$ cat src/rtl/core/s256bc_pkg.sv
// Shared types, constants and mixing functions for the SHA-256 compression block.
// Used by sha256_block_compression; no dependencies.
`default_nettype none
package s256bc_pkg;

    localparam int unsigned WORD_W   = 32;
    localparam int unsigned HASH_N   = 8;
    localparam int unsigned BLOCK_N  = 16;
    localparam int unsigned ROUNDS   = 64;

    typedef logic [WORD_W-1:0] t_word;

    typedef enum logic [1:0] {
        ST_COLLECT,
        ST_LOAD,
        ST_ROUND,
        ST_WBACK
    } t_state;

    localparam t_word ROUND_K [ROUNDS] = '{
        32'h428a2f98, 32'h71374491, 32'hb5c0fbcf, 32'he9b5dba5,
        32'h3956c25b, 32'h59f111f1, 32'h923f82a4, 32'hab1c5ed5,
        32'hd807aa98, 32'h12835b01, 32'h243185be, 32'h550c7dc3,
        32'h72be5d74, 32'h80deb1fe, 32'h9bdc06a7, 32'hc19bf174,
        32'he49b69c1, 32'hefbe4786, 32'h0fc19dc6, 32'h240ca1cc,
        32'h2de92c6f, 32'h4a7484aa, 32'h5cb0a9dc, 32'h76f988da,
        32'h983e5152, 32'ha831c66d, 32'hb00327c8, 32'hbf597fc7,
        32'hc6e00bf3, 32'hd5a79147, 32'h06ca6351, 32'h14292967,
        32'h27b70a85, 32'h2e1b2138, 32'h4d2c6dfc, 32'h53380d13,
        32'h650a7354, 32'h766a0abb, 32'h81c2c92e, 32'h92722c85,
        32'ha2bfe8a1, 32'ha81a664b, 32'hc24b8b70, 32'hc76c51a3,
        32'hd192e819, 32'hd6990624, 32'hf40e3585, 32'h106aa070,
        32'h19a4c116, 32'h1e376c08, 32'h2748774c, 32'h34b0bcb5,
        32'h391c0cb3, 32'h4ed8aa4a, 32'h5b9cca4f, 32'h682e6ff3,
        32'h748f82ee, 32'h78a5636f, 32'h84c87814, 32'h8cc70208,
        32'h90befffa, 32'ha4506ceb, 32'hbef9a3f7, 32'hc67178f2
    };

    localparam t_word HASH_IV [HASH_N] = '{
        32'h6a09e667, 32'hbb67ae85, 32'h3c6ef372, 32'ha54ff53a,
        32'h510e527f, 32'h9b05688c, 32'h1f83d9ab, 32'h5be0cd19
    };

    function automatic t_word f_big0(input t_word x);
        f_big0 = {x[1:0], x[31:2]} ^ {x[12:0], x[31:13]} ^ {x[21:0], x[31:22]};
    endfunction

    function automatic t_word f_big1(input t_word x);
        f_big1 = {x[5:0], x[31:6]} ^ {x[10:0], x[31:11]} ^ {x[24:0], x[31:25]};
    endfunction

    function automatic t_word f_sml0(input t_word x);
        f_sml0 = {x[6:0], x[31:7]} ^ {x[17:0], x[31:18]} ^ {3'b000, x[31:3]};
    endfunction

    function automatic t_word f_sml1(input t_word x);
        f_sml1 = {x[16:0], x[31:17]} ^ {x[18:0], x[31:19]} ^ {10'b0, x[31:10]};
    endfunction

endpackage
`default_nettype wire

$ cat src/rtl/core/s256bc_ram.sv
// Generic single-write, single-read RAM with registered read data.
// No dependencies.
`default_nettype none
module s256bc_ram #(
    parameter int unsigned WIDTH = 32,
    parameter int unsigned DEPTH = 8
) (
    input  wire logic                     i_clk,
    input  wire logic                     i_we,
    input  wire logic [$clog2(DEPTH)-1:0] i_waddr,
    input  wire logic [WIDTH-1:0]         i_wdata,
    input  wire logic [$clog2(DEPTH)-1:0] i_raddr,
    output      logic [WIDTH-1:0]         o_rdata
);

    logic [WIDTH-1:0] r_mem [DEPTH];

    // write port and registered read port
    always_ff @(posedge i_clk) begin
        if (i_we) begin
            r_mem[i_waddr] <= i_wdata;
        end
        o_rdata <= r_mem[i_raddr];
    end

endmodule
`default_nettype wire

$ cat src/rtl/core/sha256_block_compression.sv
// SHA-256 block compression top level: message window, round datapath, control.
// Depends on s256bc_pkg and s256bc_ram (hash state memory).
//
// Input channel: one 32-bit word of a padded block per transfer, with a start
// flag that restarts the chain from the initial hash values; words are taken
// one per cycle while the block gathers a block of sixteen.
// Output channel: one transfer of eight digest words after every sixteenth word.
// Compression: after the sixteenth word the block reads the hash memory, runs
// the rounds one after another, and adds and writes the state back; then the
// digest appears in the output register. Words of the next block are not taken
// until the write-back ends; the round loop and the single read port of the hash
// memory set the block rate.
// Stall: the digest is held in the output register while the receiver stalls;
// the next block's words are still taken, but its compression waits until the
// digest transfer completes.
// Reset: the hash state reads as the initial values (no clearing pass), the
// word count is zero and no digest is pending.
`default_nettype none
module sha256_block_compression (
    input  wire logic                i_clk,
    input  wire logic                i_rst_n,
    input  wire logic                i_valid,
    output      logic                o_stall,
    input  wire s256bc_pkg::t_word   i_message_word,
    input  wire logic                i_start_message,
    output      logic                o_valid,
    input  wire logic                i_stall,
    output      s256bc_pkg::t_word   o_digest_word0,
    output      s256bc_pkg::t_word   o_digest_word1,
    output      s256bc_pkg::t_word   o_digest_word2,
    output      s256bc_pkg::t_word   o_digest_word3,
    output      s256bc_pkg::t_word   o_digest_word4,
    output      s256bc_pkg::t_word   o_digest_word5,
    output      s256bc_pkg::t_word   o_digest_word6,
    output      s256bc_pkg::t_word   o_digest_word7
);
    import s256bc_pkg::*;

    t_state     r_state, n_state;
    logic [3:0] r_wcnt, n_wcnt;
    logic [5:0] r_cnt, n_cnt;
    logic       r_iv_sel, n_iv_sel;
    logic       r_out_valid, n_out_valid;
    logic       r_rd_v;
    logic [2:0] r_rd_idx;
    t_word      r_v [HASH_N];
    t_word      n_v [HASH_N];
    t_word      r_w [BLOCK_N];
    t_word      n_w [BLOCK_N];

    logic       in_xfer, out_xfer, rd_en, ram_we;
    logic [2:0] ram_raddr;
    t_word      ram_rdata, hash_word, sum_word, wb_word;
    t_word      t1, t2, w_new;

    s256bc_ram #(.WIDTH(WORD_W), .DEPTH(HASH_N)) u_hash_ram (
        .i_clk   (i_clk),
        .i_we    (ram_we),
        .i_waddr (r_rd_idx),
        .i_wdata (sum_word),
        .i_raddr (ram_raddr),
        .o_rdata (ram_rdata)
    );

    assign in_xfer  = i_valid && !o_stall;
    assign out_xfer = r_out_valid && !i_stall;

    // hash word: initial values until the first write-back after a restart
    assign hash_word = r_iv_sel ? HASH_IV[r_rd_idx] : ram_rdata;
    assign sum_word  = hash_word + r_v[0];

    // round terms and schedule expansion
    assign t1 = r_v[7] + f_big1(r_v[4]) + ((r_v[4] & r_v[5]) ^ (~r_v[4] & r_v[6]))
              + ROUND_K[r_cnt] + r_w[0];
    assign t2 = f_big0(r_v[0]) + ((r_v[0] & r_v[1]) ^ (r_v[0] & r_v[2]) ^ (r_v[1] & r_v[2]));
    assign w_new = r_w[0] + f_sml0(r_w[1]) + r_w[9] + f_sml1(r_w[14]);

    // next state
    always_comb begin
        n_state = r_state;
        unique case (r_state)
            ST_COLLECT: begin
                if (in_xfer && (i_start_message || r_wcnt == 4'd15)) begin
                    if (i_start_message) n_state = ST_COLLECT;
                    if (!i_start_message) n_state = ST_LOAD;
                end
            end
            ST_LOAD:  if (r_rd_v && r_rd_idx == 3'd7) n_state = ST_ROUND;
            ST_ROUND: if (r_cnt == 6'(ROUNDS - 1)) n_state = ST_WBACK;
            ST_WBACK: if (r_rd_v && r_rd_idx == 3'd7) n_state = ST_COLLECT;
            default:  n_state = ST_COLLECT;
        endcase
    end

    // outputs of the controller and datapath updates
    always_comb begin
        o_stall     = (r_state != ST_COLLECT);
        n_wcnt      = r_wcnt;
        n_cnt       = r_cnt;
        n_iv_sel    = r_iv_sel;
        n_out_valid = r_out_valid && !out_xfer;
        rd_en       = 1'b0;
        ram_we      = 1'b0;
        wb_word     = hash_word;
        n_v         = r_v;
        n_w         = r_w;
        unique case (r_state)
            ST_COLLECT: begin
                if (in_xfer) begin
                    for (int i = 0; i < BLOCK_N - 1; i++) n_w[i] = r_w[i+1];
                    n_w[BLOCK_N-1] = i_message_word;
                    if (i_start_message) begin
                        n_iv_sel = 1'b1;
                        n_wcnt   = 4'd1;
                    end else begin
                        n_wcnt = r_wcnt + 4'd1;
                    end
                end
                n_cnt = '0;
            end
            ST_LOAD: begin
                rd_en = !r_out_valid && r_cnt < 6'd8;
                if (rd_en) n_cnt = r_cnt + 6'd1;
                if (r_rd_v) begin
                    for (int i = 0; i < HASH_N - 1; i++) n_v[i] = r_v[i+1];
                    n_v[HASH_N-1] = hash_word;
                end
                if (r_rd_v && r_rd_idx == 3'd7) n_cnt = '0;
            end
            ST_ROUND: begin
                n_v[7] = r_v[6];
                n_v[6] = r_v[5];
                n_v[5] = r_v[4];
                n_v[4] = r_v[3] + t1;
                n_v[3] = r_v[2];
                n_v[2] = r_v[1];
                n_v[1] = r_v[0];
                n_v[0] = t1 + t2;
                for (int i = 0; i < BLOCK_N - 1; i++) n_w[i] = r_w[i+1];
                n_w[BLOCK_N-1] = w_new;
                n_cnt = (r_cnt == 6'(ROUNDS - 1)) ? '0 : r_cnt + 6'd1;
            end
            ST_WBACK: begin
                rd_en = r_cnt < 6'd8;
                if (rd_en) n_cnt = r_cnt + 6'd1;
                if (r_rd_v) begin
                    ram_we  = 1'b1;
                    wb_word = sum_word;
                    for (int i = 0; i < HASH_N - 1; i++) n_v[i] = r_v[i+1];
                    n_v[HASH_N-1] = wb_word;
                end
                if (r_rd_v && r_rd_idx == 3'd7) begin
                    n_out_valid = 1'b1;
                    n_iv_sel    = 1'b0;
                    n_wcnt      = '0;
                end
            end
            default: ;
        endcase
        if (r_state == ST_COLLECT && in_xfer && n_wcnt == 4'd0) n_wcnt = '0;
    end

    assign ram_raddr = r_cnt[2:0];

    // control registers
    always_ff @(posedge i_clk) begin
        if (!i_rst_n) begin
            r_state     <= ST_COLLECT;
            r_wcnt      <= '0;
            r_cnt       <= '0;
            r_iv_sel    <= 1'b1;
            r_out_valid <= 1'b0;
            r_rd_v      <= 1'b0;
        end else begin
            r_state     <= n_state;
            r_wcnt      <= n_wcnt;
            r_cnt       <= n_cnt;
            r_iv_sel    <= n_iv_sel;
            r_out_valid <= n_out_valid;
            r_rd_v      <= rd_en;
        end
    end

    // payload registers
    always_ff @(posedge i_clk) begin
        r_rd_idx <= ram_raddr;
        r_v      <= n_v;
        r_w      <= n_w;
    end

    assign o_valid        = r_out_valid;
    assign o_digest_word0 = r_v[0];
    assign o_digest_word1 = r_v[1];
    assign o_digest_word2 = r_v[2];
    assign o_digest_word3 = r_v[3];
    assign o_digest_word4 = r_v[4];
    assign o_digest_word5 = r_v[5];
    assign o_digest_word6 = r_v[6];
    assign o_digest_word7 = r_v[7];

`ifndef SYNTHESIS
    a_we_only_wback: assert property (@(posedge i_clk) disable iff (!i_rst_n)
        ram_we |-> r_state == ST_WBACK)
        else $error("hash memory written outside write-back");
    a_round_end: assert property (@(posedge i_clk) disable iff (!i_rst_n)
        (r_state == ST_ROUND && r_cnt == 6'(ROUNDS - 1)) |=> r_state == ST_WBACK)
        else $error("round loop did not end after the last round");
    a_digest_after_wback: assert property (@(posedge i_clk) disable iff (!i_rst_n)
        $rose(r_out_valid) |-> $past(r_state == ST_WBACK))
        else $error("digest raised outside write-back");
    a_no_load_while_pending: assert property (@(posedge i_clk) disable iff (!i_rst_n)
        (r_state == ST_LOAD && r_out_valid) |-> !rd_en)
        else $error("state read started while digest pending");
`endif

endmodule
`default_nettype wire
$ cat config.mk
export PLATFORM = sky130hd
export DESIGN_NAME = sha256_block_compression
export DESIGN_NICKNAME = d
export VERILOG_FILES = /design/src/rtl/core/s256bc_pkg.sv /design/src/rtl/core/s256bc_ram.sv /design/src/rtl/core/sha256_block_compression.sv
export SDC_FILE = /design/constraint.sdc
export NUM_CORES = 2
export LEC_CHECK = 0
export BUFFER_PORTS_ARGS = -buffer_cell sky130_fd_sc_hd__buf_2
export CAP_MARGIN = 15
export CORE_MARGIN = 2
export CORE_UTILIZATION = 57
export DETAILED_ROUTE_END_ITERATION = 6
export PLACE_DENSITY_LB_ADDON = 0.08
export SETUP_SLACK_MARGIN = 0.02
export SYNTH_ARGS = -nofsm -noshare
export SYNTH_HDL_FRONTEND = slang
export SYNTH_SLANG_ARGS = --single-unit
export TNS_END_PERCENT = 5
$ cat constraint.sdc
create_clock -name i_clk -period 88.8 [get_ports i_clk]
set_input_delay 4.44 -clock i_clk [delete_from_list [all_inputs] [get_ports i_clk]]
set_output_delay 4.44 -clock i_clk [all_outputs]
set_load 0.03 [all_outputs]
Word level (Yosys, flattened, before mapping)
Memories as Yosys holds them, arrays and structs flattened. A register that Yosys moved wholly into a read port is not among the register bits.
Index checks and enable logic that the tools add are counted.
{ "classes": {"n_addsub": 13, "magnitude_cmp": 3, "eq_ne": 16, "muxes": 36, "bitwise": 20, "n_reduce_logical": 25} }
{ "ops": {"columns": ["operator", "count"], "rows": [
  ["one-hot mux 512 bit (2 select lines)", 1],
  ["one-hot mux 256 bit (3 select lines)", 1],
  ["two-way mux 256 bit", 2],
  ["two-way mux 512 bit", 1],
  ["adder 32 bit", 11],
  ["XOR 32 bit", 9],
  ["AND 32 bit", 5],
  ["two-way mux 32 bit", 5],
  ["inverter 32 bit", 1],
  ["XOR 32 x 22 -> 32 bit", 1],
  ["XOR 32 x 29 -> 32 bit", 1],
  ["two-way mux 6 bit", 4],
  ["one-hot mux 6 bit (4 select lines)", 1],
  ["!= test 2 bit (second input constant)", 9],
  ["two-way mux 4 bit", 3],
  ["two-way mux 1 bit", 10],
  ["logical AND 1 bit", 8],
  ["two-way mux 2 bit", 4],
  ["one-hot mux 2 bit (4 select lines)", 1],
  ["one-hot mux 4 bit (2 select lines)", 1],
  ["AND reduction 4 bit", 2],
  [">= comparator 7 bit (second input constant)", 1],
  ["inverter 6 -> 7 bit", 1],
  ["adder 6 x 1 -> 6 bit (second input constant)", 1],
  ["21 further kinds", 29]
]} }
{ "word_totals": {"ff_bits": 786, "ram_bits": 256, "romBits": 2304, "memories": 3} }
{ "memory_table": {"columns": ["memory", "depth", "width", "rd", "rd_ports_with_merged_regs", "wr", "line", "text"], "rows": [
  ["(no name shown)", 64, 32, 1, 0, 0, "sha256_block_compression.sv:74", "+ ROUND_K[r_cnt] + r_w[0];"],
  ["(no name shown)", 8, 32, 1, 0, 0, "sha256_block_compression.sv:69", "assign hash_word = r_iv_sel ? HASH_IV[r_rd_idx] : ram_rdata;"],
  ["u_hash_ram.r_mem", 8, 32, 1, 1, 1, "s256bc_ram.sv:16", "logic [WIDTH-1:0] r_mem [DEPTH];"]
]} }

Logic depth before layout (Yosys ltp)
{ "depth": {"word_depth": 8, "mapped_depth": 37, "mapped_depth_nobuf": 33} }

Cells and area by module
A second synthesis with hierarchy kept.
{ "hier_totals": {"cells_unflattened": 4411, "hier_area_um2": 56919.6} }
{ "modules_own_cells": {"columns": ["mod", "instances", "cells_per_inst", "area_each_um2", "seq_area_each_um2"], "rows": [
  ["sha256_block_compression", 1, 3996, 46453.3, 23422.5],
  ["s256bc_ram", 1, 415, 10466.3, 8328.0]
]} }

Least setup slack after synthesis
OpenSTA, ideal clock, no wires.
{ "synth_timing": {"path_type": "register to register", "start": "register r_state[0]", "end": "register r_w[0] (netlist name), enable pin", "setup_time_ps": 2098, "t_arrival_ps": 36672, "slack_ps": 50030, "stages_incl_launch_ff": 6, "cell_sequence": "dfxtp_1 -> inv_1 -> ha_1 -> clkinv_1 -> clkbuf_1 -> o21ai_0"} }
{ "synth_between": {"elab_chain_cells": 5, "word_cells_on_any_way": 8, "cone_classes": "2 x eq/ne; 6 x reduce/logical"} }
{ "synth_rtl": {"columns": ["element", "line", "text"], "rows": [
  ["from (decl)", "sha256_block_compression.sv:39", "t_state r_state, n_state;"],
  ["from (signal assigned)", "sha256_block_compression.sv:175", "r_state <= n_state;"],
  ["nonzero test 2 bit", "sha256_block_compression.sv:97", "o_stall = (r_state != ST_COLLECT);"],
  ["zero test 1 bit", "sha256_block_compression.sv:65", "assign in_xfer = i_valid && !o_stall;"],
  ["logical AND 1 bit", "sha256_block_compression.sv:65", null],
  ["!= test 2 bit (no source line)", null, null],
  ["AND reduction 2 bit (no source line) (*)", null, null],
  ["to (signal assigned)", "sha256_block_compression.sv:188", "r_w <= n_w;"],
  ["to (decl)", "sha256_block_compression.sv:48", "t_word r_w [BLOCK_N];"]
]} }
Every way passes the cells marked *; elsewhere a longest branch is shown, timed or not.
A chain may end at the register's enable or synchronous reset.

==> flow_summary_export.csv <==
group,metric,value,unit
timing,layout_setup_ws,78.90,ns
worst_setup_path,rrSetupSlack,78.90,ns
timing,setup_tns,0,ns
worst_setup_path,crit_top_cell,"inv_1",
yosys,synthXorXnorAreaFrac,0.0580,
yosys,syn_area_per_cell,12.7,µm²
worst_setup_path,r2r_cells,32,
run_status,status,"complete, no violations",
yosys,yosys.area_share.simple,0.0596,
detailed_routing,ant_nets,0,
grt,grt_pass1_wl,254000,µm
clocking,cts.repair.resized,0,
worst_setup_path,cpPeakStageDelay,0.88,ns
grt,grt_usage,0.348,
yosys,yosysWarnings,0,
floorplan,start_util,0.576,
yosys,synth_ff_type,"edfxtp_1",
worst_setup_path,r2r-start,"r_cnt[1]$_SDFFE_PN0P_",
yosys,yosys.area.top_type,"edfxtp_1",
detailed_routing,routed_wl,179000,µm
floorplan,core-area,98600,µm²
yosys,synth_top_family_by_area,"compound AO/OA/AOI/OAI gates",
cells_and_area,n_fill_cell,7461,
floorplan,ios,295,
clocking,clock_tree.buffer_depth,3,
clocking,cts_buffers,108,
yosys,ys_top_cells_by_area,"edfxtp_1 (54%), fa_1 (6.6%), ha_1 (4.2%), xnor2_1 (3.3%), inv_1 (3.0%)",
detailed_routing,via_per_inst,6.32,
worst_setup_path,start_kind,"flop",
yosys,synth_edf_count,1024,
detailed_routing,drt_iter0_markers,4718,
floorplan,num_rows,115,
yosys,synth_area,56800,µm²
timing,rsz0062_at_grt,"false",
worst_hold_path,worstHoldPathType,"reg -> reg",
yosys,synthMuxAreaShare,0.0411,
detailed_routing,wl_per_cell,29.4,µm
floorplan,die_h,320,µm
timing,drv_slew,0,
timing,fin_crit_sh,0.112,
worst_setup_path,crit_type,"reg -> reg",
clocking,cts_root_buffer,"clkbuf_16",
timing,tightest_slew,1.08,ns
yosys,syn-num-nets,4889,
cells_and_area,synthToLayoutAreaGrowth,11.4,%
cells_and_area,fin_nets,5118,
floorplan,die_area,102000,µm²
worst_setup_path,timing.critical_path.to_type,"flop",
clocking,htreeDepth,3,
timing,fmax,101,MHz
timing,setup_viol,0,
floorplan,fp.dieW,320,µm
yosys,synth_adder_area_share,0.108,
grt,grt_max_degree,185,
placement,place_congestion,1.02,
timing,hold_viol,0,
timing,period_minus_slack,9.90,ns
clocking,clk_latency,0.72,ns
grt,grt_overflow_total,0,
detailed_routing,drc_errors,0,
grt,antenna_found_initial,9,
clocking,postCtsSetupRepairBufs,0,
yosys,ys_seq_area_frac,0.559,
yosys,ys_top_cells_by_count,"edfxtp_1 (1024), inv_1 (460), nand2_1 (341)",
yosys,syn-instance-count,4474,
placement,hpwl,132000,µm
clocking,cts_tree,"done",
yosys,yosys.cell_types.count,92,
yosys,yosys_register_bits,1074,
clocking,clkSinkCount,1074,
worst_setup_path,cpMaxStageDelayCell,"ha_1",
cells_and_area,drive_gt1_frac,0.146,
worst_setup_path,cp_data_arrival_time,10.36,ns
placement,dp_slack,79.11,ns
placement,io_buffers,294,
cells_and_area,stdcell_area,63300,µm²
timing,slew_headroom,0.273,
timing,skew,0.0574,ns
worst_setup_path,critPathMaxFanout,53,
yosys,yosysMostFrequentCell,"edfxtp_1",
placement,dpl-instance-area,59600,µm²
detailed_routing,drt-pass1-iter-count,7,
worst_setup_path,crit_start,"r_cnt[1]$_SDFFE_PN0P_",
worst_setup_path,crit_required,89.26,ns
grt,grt_pass1_vias,36000,
worst_setup_path,crit_end,"o_digest_word0[31]$_DFFE_PP_",
detailed_routing,num_vias,38400,
yosys,async_flop_share,0,
clocking,cts_hold_buf,0,
clocking,clk_pin_slew,0.06,ns
job,max_cap_viol_count,0,
yosys,yosys.area.top_type_share,0.541,
worst_setup_path,r2r-end,"o_digest_word0[31]$_DFFE_PP_",
yosys,synth-compound-area-share,0.128,
==> flip-flops by register name (all words and copies together) (netlist names) <==
name	cells
o_digest_word5	32
r_rd_idx	3
u_hash_ram.r_mem	256
o_digest_word4	32
o_digest_word3	32
o_digest_word6	32
o_digest_word2	32
r_w	512
o_valid	1
r_wcnt	4
o_digest_word1	32
r_state	2
o_digest_word7	32
u_hash_ram.o_rdata	32
r_cnt	6
r_iv_sel	1
o_digest_word0	32
r_rd_v	1
==> placed cells by master (no fill, tap or decap), types with 14 or more instances in the layout <==
master and instances:
ha_1 188, a211oi_1 32, inv_1 459, o21ai_1 16
a31oi_1 29, fa_1 188, a22o_1 182, mux4_2 71
clkbuf_16 108, nor3_1 43, xor2_1 160, edfxtp_1 1024
xnor2_1 216, nor2_1 143, nand4_1 15, and3_1 18
buf_2 294, buf_4 58, o31ai_1 21, nand2_1 340
nand3_1 73, mux2i_1 17, clkinv_2 17, o311ai_0 14
o21a_1 23, a21oi_1 209, clkbuf_1 14, nand2b_1 26
a21o_1 114, mux2_2 50, o211ai_1 32, dfxtp_1 43
clkinv_1 22, a22oi_1 14, o21bai_1 22, nor2b_1 23
o21ai_0 221
==> stage by stage <==
stage               cells  hold slack (ns)  utilization
floorplan            4474            0.386            -
global placement     5880            0.400        0.605
detailed placement   5880            0.405        0.605
CTS                  6082            0.413        0.642
global route         6082            0.411        0.642
finish               6084            0.414        0.642
==> per-layer routing <==
metal	global-route usage	wire length, µm	vias to the layer above
met1	0.528	76300	19100
met2	0.490	75600	2227
met3	0.0855	20300	330
met5	0	41	-
met4	0.120	6800	6
li1	-	-	16700
==> cells by family after synthesis <==
kind of cell / Yosys count
flops: 1074
compound gates: 1056
simple gates: 751
buf+inv: 699
fa+ha+maj: 380
xor+xnor: 376
mux: 138
==> layout make-up <==
type                            count  area, µm²  share of cell area
Sequential cell                  1074      31800               0.502
Multi-Input combinational cell   2701      22500               0.356
Clock buffer                      130       2870              0.0453
Timing Repair Buffer              354       1950              0.0308
Inverter                          464       1740              0.0275
Tap cell                         1287       1610              0.0254
Clock inverter                     72        827              0.0131
Antenna cell                        2       5.00           0.0000791
==> critical path: cells and delay by family (launching register included) <==
family                   cells  cell delay [ns]
AO/OA/AOI/OAI               15             3.75
XOR/XNOR                     1             0.21
adder cells (fa/ha/maj)      5             2.68
buffers and inverters        5             1.23
flip-flops                   1             0.69
AND/OR/NAND/NOR              6             0.98
==> how the worst min path moves through the flow <==
stage	endpoint	cells past startpoint	slack, ns	startpoint
after floorplan	r_rd_idx[0]$_DFF_P_	0	0.39	r_cnt[0]$_SDFFE_PN0P_
after global placement	r_w[36]$_DFFE_PP_	0	0.40	r_w[4]$_DFFE_PP_
after detailed placement	r_w[115]$_DFFE_PP_	0	0.40	r_w[83]$_DFFE_PP_
after CTS	r_w[318]$_DFFE_PP_	0	0.41	r_w[286]$_DFFE_PP_
after global routing	r_w[293]$_DFFE_PP_	0	0.41	r_w[261]$_DFFE_PP_
final	r_w[53]$_DFFE_PP_	0	0.41	r_w[21]$_DFFE_PP_
Power is left out: the tool's default activity adds up to more than one toggle a clock period on the data nets, which glitch-free logic cannot reach.
